===== src/rtl/macp_pkg.sv =====
// Package for the MAC address text parser.
// Holds parser state, character class and result types plus character, byte count and fill constants.
// No dependencies.
package macp_pkg;

  // Character codes of interest
  localparam logic [7:0] CH_COLON = 8'h3A;
  localparam logic [7:0] CH_DASH  = 8'h2D;
  localparam logic [7:0] CH_DOT   = 8'h2E;
  localparam logic [7:0] CH_SPACE = 8'h20;

  // Byte count limits
  localparam logic [3:0] CNT_SIX   = 4'd6;
  localparam logic [3:0] CNT_EIGHT = 4'd8;

  // Insert bytes for EUI-48 to EUI-64 widening
  localparam logic [15:0] EUI_FILL = 16'hFFFE;

  // Separator kinds
  typedef enum logic [1:0] {
    SEP_NONE  = 2'd0,
    SEP_COLON = 2'd1,
    SEP_DASH  = 2'd2,
    SEP_DOT   = 2'd3
  } sep_t;

  // Parser phases, one-hot
  typedef enum logic [4:0] {
    PH_LEAD   = 5'b00001,
    PH_SECOND = 5'b00010,
    PH_AFTER  = 5'b00100,
    PH_FIRST  = 5'b01000,
    PH_TRAIL  = 5'b10000
  } phase_t;

  // Character classification
  typedef struct packed {
    logic       is_ws;
    logic       is_hex;
    logic [3:0] nibble;
    sep_t       sep;
  } char_class_t;

  // Parser state carried between items
  typedef struct packed {
    phase_t      phase;
    logic [3:0]  byte_count;
    logic [3:0]  pend_nibble;
    logic        pend_bad;
    logic [63:0] addr_bytes;
    sep_t        sep_kind;
    logic        failed;
  } parse_state_t;

  // One result item
  typedef struct packed {
    logic        ok;
    logic [63:0] address;
    logic        from_six_bytes;
  } parse_result_t;

  localparam parse_state_t ST_RESET = '{
    phase:       PH_LEAD,
    byte_count:  4'd0,
    pend_nibble: 4'd0,
    pend_bad:    1'b0,
    addr_bytes:  64'd0,
    sep_kind:    SEP_NONE,
    failed:      1'b0
  };

endpackage


===== src/rtl/macp_classify.sv =====
// Character classifier: whitespace, hex digit value and separator kind.
// Depends on macp_pkg.
module macp_classify
  import macp_pkg::*;
(
  input  logic [7:0]  ch,
  output char_class_t cls
);

  always_comb begin
    cls = '{is_ws: 1'b0, is_hex: 1'b0, nibble: 4'd0, sep: SEP_NONE};

    // space, tab, LF, VT, FF, CR
    cls.is_ws = (ch == CH_SPACE) || (ch inside {[8'h09:8'h0D]});

    // hex digit in either case
    if (ch inside {["0":"9"]}) begin
      cls.is_hex = 1'b1;
      cls.nibble = ch[3:0];
    end else if (ch inside {["A":"F"], ["a":"f"]}) begin
      cls.is_hex = 1'b1;
      cls.nibble = ch[3:0] + 4'd9;
    end

    // separators
    case (ch)
      CH_COLON: cls.sep = SEP_COLON;
      CH_DASH:  cls.sep = SEP_DASH;
      CH_DOT:   cls.sep = SEP_DOT;
      default:  cls.sep = SEP_NONE;
    endcase
  end

endmodule


===== src/rtl/macp_step.sv =====
// Next-state and result logic for one item of the MAC address parser.
// Depends on macp_pkg.
module macp_step
  import macp_pkg::*;
(
  input  parse_state_t  st,
  input  logic          op_end,
  input  char_class_t   cls,
  output parse_state_t  st_nxt,
  output parse_result_t res
);

  logic six_or_eight;

  assign six_or_eight = (st.byte_count == CNT_SIX) || (st.byte_count == CNT_EIGHT);

  // Result seen on an end item
  always_comb begin
    res.ok             = !st.failed && six_or_eight;
    res.from_six_bytes = res.ok && (st.byte_count == CNT_SIX);
    res.address        = 64'd0;
    if (res.from_six_bytes) begin
      res.address = {st.addr_bytes[47:24], EUI_FILL, st.addr_bytes[23:0]};
    end else if (res.ok) begin
      res.address = st.addr_bytes;
    end
  end

  // State update
  always_comb begin
    st_nxt = st;
    if (op_end) begin
      st_nxt = ST_RESET;
    end else if (!st.failed) begin
      case (st.phase)
        PH_LEAD: begin
          if (!cls.is_ws) begin
            st_nxt.phase       = PH_SECOND;
            st_nxt.pend_nibble = cls.nibble;
            st_nxt.pend_bad    = !cls.is_hex;
          end
        end
        PH_SECOND: begin
          if ((st.byte_count >= CNT_EIGHT) || st.pend_bad || !cls.is_hex) begin
            st_nxt.failed = 1'b1;
          end else begin
            st_nxt.byte_count = st.byte_count + 4'd1;
            st_nxt.addr_bytes = {st.addr_bytes[55:0], st.pend_nibble, cls.nibble};
            st_nxt.phase      = PH_AFTER;
          end
        end
        PH_AFTER: begin
          if (cls.sep != SEP_NONE) begin
            if (st.sep_kind == SEP_NONE) begin
              st_nxt.sep_kind = cls.sep;
              st_nxt.phase    = PH_FIRST;
            end else if (st.sep_kind != cls.sep) begin
              st_nxt.failed = 1'b1;
            end else begin
              st_nxt.phase = PH_FIRST;
            end
          end else if (six_or_eight && cls.is_ws) begin
            st_nxt.phase = PH_TRAIL;
          end else begin
            st_nxt.phase       = PH_SECOND;
            st_nxt.pend_nibble = cls.nibble;
            st_nxt.pend_bad    = !cls.is_hex;
          end
        end
        PH_FIRST: begin
          if (six_or_eight && cls.is_ws) begin
            st_nxt.phase = PH_TRAIL;
          end else begin
            st_nxt.phase       = PH_SECOND;
            st_nxt.pend_nibble = cls.nibble;
            st_nxt.pend_bad    = !cls.is_hex;
          end
        end
        PH_TRAIL: begin
          if (!cls.is_ws) begin
            st_nxt.failed = 1'b1;
          end
        end
        default: begin
          st_nxt = st;
        end
      endcase
    end
  end

endmodule


===== src/rtl/mac_address_text_parser.sv =====
// Top level of the MAC address text parser (EUI-48 / EUI-64).
// Depends on macp_pkg, macp_classify and macp_step.
//
//   channel | ports                                  | direction
//   --------+----------------------------------------+----------
//   input   | in_valid, in_ready, in_op, in_ch       | in
//   result  | out_valid, out_ready, out_ok,          | out
//           | out_address, out_from_six_bytes        |
//
// One item per cycle sustained: each item is held in the input register,
// then the classifier and step logic update the parser state from it.
// An end item also loads the output register, which holds its result valid until
// taken. Input stalls only when an end item waits on a full output register.
// Synchronous active-low reset returns the parser to the leading whitespace phase.
module mac_address_text_parser
  import macp_pkg::*;
(
  input  logic        clk,
  input  logic        rst_n,
  input  logic        in_valid,
  output logic        in_ready,
  input  logic        in_op,
  input  logic [7:0]  in_ch,
  output logic        out_valid,
  input  logic        out_ready,
  output logic        out_ok,
  output logic [63:0] out_address,
  output logic        out_from_six_bytes
);

  logic          s1_vld_r;
  logic          s1_op_r;
  logic [7:0]    s1_ch_r;
  parse_state_t  st_r;
  parse_state_t  st_nxt;
  parse_result_t res;
  parse_result_t out_r;
  logic          out_vld_r;
  char_class_t   cls;
  logic          out_free;
  logic          s1_go;

  // Handshake control
  assign out_free = !out_vld_r || out_ready;
  assign s1_go    = s1_vld_r && (!s1_op_r || out_free);
  assign in_ready = !s1_vld_r || s1_go;

  // Input register
  always_ff @(posedge clk) begin
    if (!rst_n) begin
      s1_vld_r <= 1'b0;
    end else if (in_ready) begin
      s1_vld_r <= in_valid;
    end
  end

  always_ff @(posedge clk) begin
    if (in_ready && in_valid) begin
      s1_op_r <= in_op;
      s1_ch_r <= in_ch;
    end
  end

  macp_classify u_classify (
    .ch  (s1_ch_r),
    .cls (cls)
  );

  macp_step u_step (
    .st     (st_r),
    .op_end (s1_op_r),
    .cls    (cls),
    .st_nxt (st_nxt),
    .res    (res)
  );

  // Parser state
  always_ff @(posedge clk) begin
    if (!rst_n) begin
      st_r <= ST_RESET;
    end else if (s1_go) begin
      st_r <= st_nxt;
    end
  end

  // Output register
  always_ff @(posedge clk) begin
    if (!rst_n) begin
      out_vld_r <= 1'b0;
    end else if (s1_go && s1_op_r) begin
      out_vld_r <= 1'b1;
    end else if (out_ready) begin
      out_vld_r <= 1'b0;
    end
  end

  always_ff @(posedge clk) begin
    if (s1_go && s1_op_r) begin
      out_r <= res;
    end
  end

  assign out_valid          = out_vld_r;
  assign out_ok             = out_r.ok;
  assign out_address        = out_r.address;
  assign out_from_six_bytes = out_r.from_six_bytes;

endmodule


===== config.mk =====
export PLATFORM = sky130hd
export DESIGN_NAME = mac_address_text_parser
export DESIGN_NICKNAME = d
export VERILOG_FILES = /design/src/rtl/macp_pkg.sv /design/src/rtl/macp_classify.sv /design/src/rtl/macp_step.sv /design/src/rtl/mac_address_text_parser.sv
export SDC_FILE = /design/constraint.sdc
export NUM_CORES = 1
export LEC_CHECK = 0
export BUFFER_PORTS_ARGS = -buffer_cell sky130_fd_sc_hd__buf_4
export CELL_PAD_IN_SITES_DETAIL_PLACEMENT = 0
export CELL_PAD_IN_SITES_GLOBAL_PLACEMENT = 2
export CORE_AREA = 3 3 169 171
export CTS_CLUSTER_DIAMETER = 150
export CTS_CLUSTER_SIZE = 30
export DETAILED_ROUTE_END_ITERATION = 8
export DIE_AREA = 0 0 172 174
export HOLD_SLACK_MARGIN = 0.1
export PLACE_DENSITY_LB_ADDON = 0.2
export SYNTH_ARGS = -nofsm -noshare
export SYNTH_HDL_FRONTEND = slang
export SYNTH_HIERARCHICAL = 1
export SYNTH_SLANG_ARGS = --single-unit
export TNS_END_PERCENT = 100

===== constraint.sdc =====
create_clock -name clk -period 6.4 [get_ports clk]
set_clock_uncertainty 0.2 [all_clocks]
set_input_delay 1.28 -clock clk [delete_from_list [all_inputs] [get_ports clk]]
set_output_delay 1.28 -clock clk [all_outputs]
set_load 0.01 [all_outputs]

==> impl_metrics.json, run 1 <==
{
  "outcome": "completed",
  "end_kind": "register",
  "cts_max_level": 4,
  "power_density_nw_per_um2": 237,
  "crit_path_max_fanout": 69,
  "first_iter_violations": 399,
  "grt_max_degree": 90,
  "path_depth": 11,
  "syn_area_per_cell_um2": 8.70,
  "gp_congestion": 0.714,
  "wl_mm": 20.8,
  "final.fill_count": 2848,
  "path_buf_inv": 1,
  "clockBufferDepth": 2,
  "viasPerCell": 4.67,
  "drtAntennaViolNets": 0,
  "synth_ff_type": "dfxtp_1",
  "setup_viol": 0,
  "timing.final.crit_share_pct": 57.6,
  "nNetsFinal": 994,
  "fmax_mhz": 271,
  "cp_cell_sequence": "or4b_4 -> a311oi_2 -> or2_1 -> or3b_2 -> nor4_4 -> buf_4 -> nand2_1 -> xor2_1 -> nor2_1 -> nand2_1 -> mux2i_1",
  "io_buffers": 80,
  "cts_sinks": 158,
  "synthCells": 932,
  "diodes": 0,
  "cts_setup_buffers": 0,
  "start_util_pct": 30.0,
  "grt_pass1_vias": 6040,
  "rrSetupSlack_ps": 2710,
  "cp_top_family": "simple AND/OR/NAND/NOR gates",
  "ys.warnings.count": 6,
  "hold_violations": 0,
  "insertion_delay_ps": 420,
  "core_area_um2": 27000,
  "maxCapViolCount": 0,
  "start_kind": "register",
  "hold_class": "register to register",
  "die_w_um": 172,
  "slew_headroom_pct": 31.7,
  "synth_cell_types": 55,
  "ir_drop_v": 0.000126,
  "ioPinCount": 81,
  "cts-resized-gates": 0,
  "synth_seq_cells": 158,
  "drtPass1Iterations": 4,
  "dp_hpwl_mm": 12.2,
  "seq_area_frac_synth_pct": 48.3,
  "p_leak_nw": 3.29,
  "ctsRootBufferMaster": "clkbuf_16",
  "worstPathRequired_ps": 6540,
  "drc": 0,
  "worstSetupPathType": "register to register",
  "finalCriticalPeriod_ps": 3690,
  "dieArea_um2": 29900,
  "syn_area_um2": 8100,
  "grt_pass1_wl_mm": 33.8,
  "cp_slowest_cell": "buf_4",
  "die_h_um": 174,
  "finalPower_mw": 2.22,
  "avgRoutedWirePerCell_um": 15.7,
  "grt_usage_pct": 14.1,
  "drv_slew": 0,
  "final_common_cell": "nand2_1",
  "area_growth_pct": 15.8,
  "worst-slew-pin-transition_ps": 1030,
  "cp.arrival_ps": 3830,
  "antenna_found_initial": 0,
  "hold_path_depth": 2,
  "crit_top_cell": "nand2_1",
  "rsz0062_at_grt": "false",
  "layout_common_cells": "nand2_1, a21oi_1, buf_4",
  "synth-edff-count": 75,
  "r2r_cells": 11,
  "clk_pin_slew_worst_paths_ps": 70,
  "num_rows": 60,
  "cts_tree": "done",
  "utilization_pct": 34.7,
  "gr-total-overflow": 0,
  "cts_buffers": 17,
  "vias": 6202,
  "worst_path_largest_cell_delay_ps": 650,
  "finalSetupTns_ps": 0,
  "cts_hold_buf": 0,
  "syn_nets": 953,
  "synthArstFlopShare_pct": 0,
  "drive_above_1_share_pct": 13.4
}
## cell type report
cell class                 instances  area (µm²)  area share (%)
sequential                       158        3910            41.7
clock inverter                    12         159            1.69
inverter                           8        30.0           0.320
tap                              341         427            4.55
clock buffer                      20         437            4.65
multi-input combinational        697        3730            39.8
timing repair buffer              91         683            7.28
## Yosys cell counts, types with 8 or more instances
cell,number,share of area [%]
buf_12,9,2.2
nand2_1,351,16
a21oi_1,94,5.8
edfxtp_1,75,28
and2_1,27,2.1
buf_2,16,0.99
ha_1,8,1.2
mux2i_1,86,11
inv_1,8,0.37
dfxtp_1,83,21
clkbuf_1,40,1.9
nor2_1,55,2.5
## where the power goes
group          switching (mW)  internal [mW]  total [mW]  leakage (nW)
clock                   0.429          0.619        1.05         0.286
sequential            0.00726           1.06        1.07          1.50
combinational          0.0671         0.0356       0.103          1.50
## worst min-delay path: stages (launching register included)
cell and delay (ps):
dfxtp_1 320, nand2_1 50, mux2i_1 50
## layer usage
| layer | vias to the layer above | wire [µm] | global-route usage [%] |
|---|---|---|---|
| met2 | 74 | 9250 | 21.5 |
| met5 | - | 0 | 0 |
| li1 | 3191 | - | - |
| met4 | 0 | 166 | 3.19 |
| met3 | 11 | 536 | 2.64 |
| met1 | 2926 | 10900 | 20.5 |
## cells by family (layout without fill, tap and decap cells)
group                      count (synthesis)  count (layout)  synth area share (%)
and+or+nand+nor                          475             475                  24.7
DFF                                      158             158                  48.3
adders and majority gates                  8               8                  1.24
buffers and inverters                     77             131                  5.81
xor gates and xnor gates                   5               5                 0.540
AOI/OAI and AO/OA                        123             123                  8.78
muxes                                     86              86                  10.6
## sequential cells by signal, indices dropped and copies added, names as in the netlist
register and count:
st_r 81, out_address 64, s1_ch_r 8, out_from_six_bytes 1
out_ok 1, out_valid 1, s1_op_r 1, s1_vld_r 1
## final timing paths
path,start,to
max,s1_ch_r[3],st_r[74]
min,st_r[67],st_r[67]
max reg2reg,s1_ch_r[3],st_r[74]
min reg2reg,st_r[67],st_r[67]
## through the flow
| stage | setup WS (ps) | hold slack [ps] | cell area (µm²) | instances |
|---|---|---|---|---|
| CTS | 2670 | 275 | 9380 | 1327 |
| finish | 2710 | 273 | 9380 | 1327 |
| global route | 2390 | 298 | 9380 | 1327 |
| global placement | 2660 | 263 | 8790 | 1295 |
| detailed placement | 2640 | 264 | 8790 | 1295 |
| floorplan | 2390 | 231 | 8100 | 932 |
Note: power is estimated with default switching activity, not from simulation.
==> run 2: changes to the inputs <==
clock period = 3.2 ns   (was 6.4 ns; I/O delays follow)
==> impl_metrics.json, run 2 (same netlist as run 1, synthesis figures left out) <==
{
  "outcome": "completed",
  "num_rows": 60,
  "finalSetupTns_ps": 0,
  "worst_path_largest_cell_delay_ps": 570,
  "setup_viol": 0,
  "rr_startpoint": "s1_ch_r[7]",
  "avgRoutedWirePerCell_um": 15.8,
  "cts_sinks": 158,
  "hold_violations": 0,
  "drtAntennaViolNets": 0,
  "min_to": "s1_ch_r[1]",
  "grt_usage_pct": 14.1,
  "power_frac_clock_pct": 46.0,
  "maxCapViolCount": 0,
  "area_growth_pct": 19.2,
  "cts_buffers": 17,
  "die_w_um": 172,
  "cp_slowest_cell": "or4b_4",
  "viasPerCell": 4.69,
  "p_int_mw": 3.36,
  "cp_cell_sequence": "or4b_4 -> a311oi_2 -> or2_1 -> or3b_4 -> nor4_4 -> buf_6 -> buf_12 -> a41oi_1 -> nor2_1 -> nand2_1 -> mux2i_1",
  "largest_reg_flops": 81,
  "dp_hpwl_mm": 12.8,
  "place_ws_ps": 5.01,
  "hold_class": "primary input to register",
  "drv_slew": 0,
  "p_switching_mw": 1.01,
  "crit_path_max_fanout": 13,
  "swShare_pct": 23.1,
  "clk_pin_slew_worst_paths_ps": 70,
  "setup_slack_ps": 79.0,
  "wl_mm": 21.2,
  "start_util_pct": 30.0,
  "finalCriticalPeriod_ps": 3120,
  "insertion_delay_ps": 420,
  "cts_hold_buf": 0,
  "drtPass1Iterations": 5,
  "worstHoldStart": "in_ch[1]",
  "fin_area_um2": 9660,
  "gp_congestion": 0.777,
  "cp_top_family": "simple AND/OR/NAND/NOR gates",
  "final_common_cell": "nand2_1",
  "timing.final.crit_share_pct": 97.5,
  "vias": 6311,
  "antenna_found_initial": 0,
  "top_register": "st_r",
  "utilization_pct": 35.8,
  "gr-total-overflow": 0,
  "die_h_um": 174,
  "path_buf_inv": 2,
  "slew_headroom_pct": 31.0,
  "layout_common_cells": "nand2_1, buf_4, a21oi_1",
  "ir_drop_v": 0.000284,
  "worstReg2RegEnd": "st_r[75]",
  "dieArea_um2": 29900,
  "grt_max_degree": 82,
  "core_area_um2": 27000,
  "drive_above_1_share_pct": 15.9,
  "seq_power_share_pct": 48.8,
  "worstSetupPathType": "register to register",
  "start_kind": "register",
  "drc": 0,
  "power_density_nw_per_um2": 453,
  "power_frac_comb_pct": 5.2,
  "diodes": 0,
  "io_buffers": 80,
  "path_depth": 11,
  "nNetsFinal": 1013,
  "fmax_mhz": 320,
  "ctsRootBufferMaster": "clkbuf_16",
  "rsz0062_at_grt": "true",
  "finalPower_mw": 4.37,
  "ioPinCount": 81,
  "cp.arrival_ps": 3260,
  "worst-slew-pin-transition_ps": 1040,
  "cts_max_level": 4,
  "p_leak_nw": 3.40,
  "rrSetupSlack_ps": 80,
  "r2r_cells": 11,
  "end_kind": "register",
  "grt_pass1_wl_mm": 34.0,
  "grt_pass1_vias": 6093,
  "hold_path_depth": 1,
  "cts_tree": "done",
  "place_area_um2": 8970,
  "clockBufferDepth": 2,
  "worstPathRequired_ps": 3340,
  "first_iter_violations": 395
}
[run 2: how the worst max path moves through the flow]
stage / startpoint / endpoint / slack (ps)
after floorplan: s1_ch_r[3] / st_r[58] / 160
after global placement: s1_ch_r[7] / st_r[27] / 50
after detailed placement: s1_ch_r[7] / st_r[75] / 5
after CTS: s1_ch_r[0] / st_r[68] / 80
after global routing: s1_ch_r[3] / st_r[75] / -120
final: s1_ch_r[7] / st_r[75] / 80
[run 2: final cells by class]
class / count / area [µm²]
Multi-Input combinational cell: 697 / 3780
Clock buffer: 20 / 437
Timing Repair Buffer: 110 / 938
Sequential cell: 158 / 3910
Tap cell: 341 / 427
Clock inverter: 12 / 134
Fill cell: 2842 / 17400
Inverter: 8 / 30.0
[run 2: power groups by stage]
| stage | Sequential, mW | Clock, mW | Combinational [mW] |
|---|---|---|---|
| after floorplan | 2.18 | 0 | 0.173 |
| after global placement | 2.18 | 0 | 0.226 |
| after detailed placement | 2.18 | 0 | 0.225 |
| after CTS | 2.13 | 2.09 | 0.226 |
| after global routing | 2.14 | 2.17 | 0.248 |
| final | 2.13 | 2.01 | 0.227 |
[run 2: repair_timing]
| action | in CTS | in global routing |
|---|---|---|
| gates cloned | 0 | 1 |
| pin swaps | 0 | 7 |
| setup endpoints to repair | 1 | 71 |
| resized for setup | 1 | 13 |
| setup buffers | 0 | 5 |
[run 2: metrics by stage]
stage / hold slack (ps) / instances
after detailed placement: 266 / 1308
after CTS: 167 / 1340
final: 191 / 1346
after floorplan: 231 / 932
after global routing: 167 / 1346
after global placement: 262 / 1308
[run 2: worst reg2reg max path, delay by kind of cell (launching register included)]
| kind | cells | cell delay (ps) |
|---|---|---|
| flip-flops | 1 | 390 |
| AO/OA/AOI/OAI | 2 | 370 |
| multiplexers | 1 | 120 |
| buffers and inverters | 2 | 350 |
| AND/OR/NAND/NOR | 6 | 1630 |
[run 2: metal layers]
metal / track usage, % / wire (µm) / vias up / part of all wire [%]
met5: 0 / 0 / - / 0
met4: 3.39 / 176 / 0 / 0.83
met3: 2.62 / 674 / 13 / 3.2
met2: 21.2 / 9330 / 96 / 44
met1: 21.0 / 11000 / 2975 / 52
li1: - / - / 3227 / -
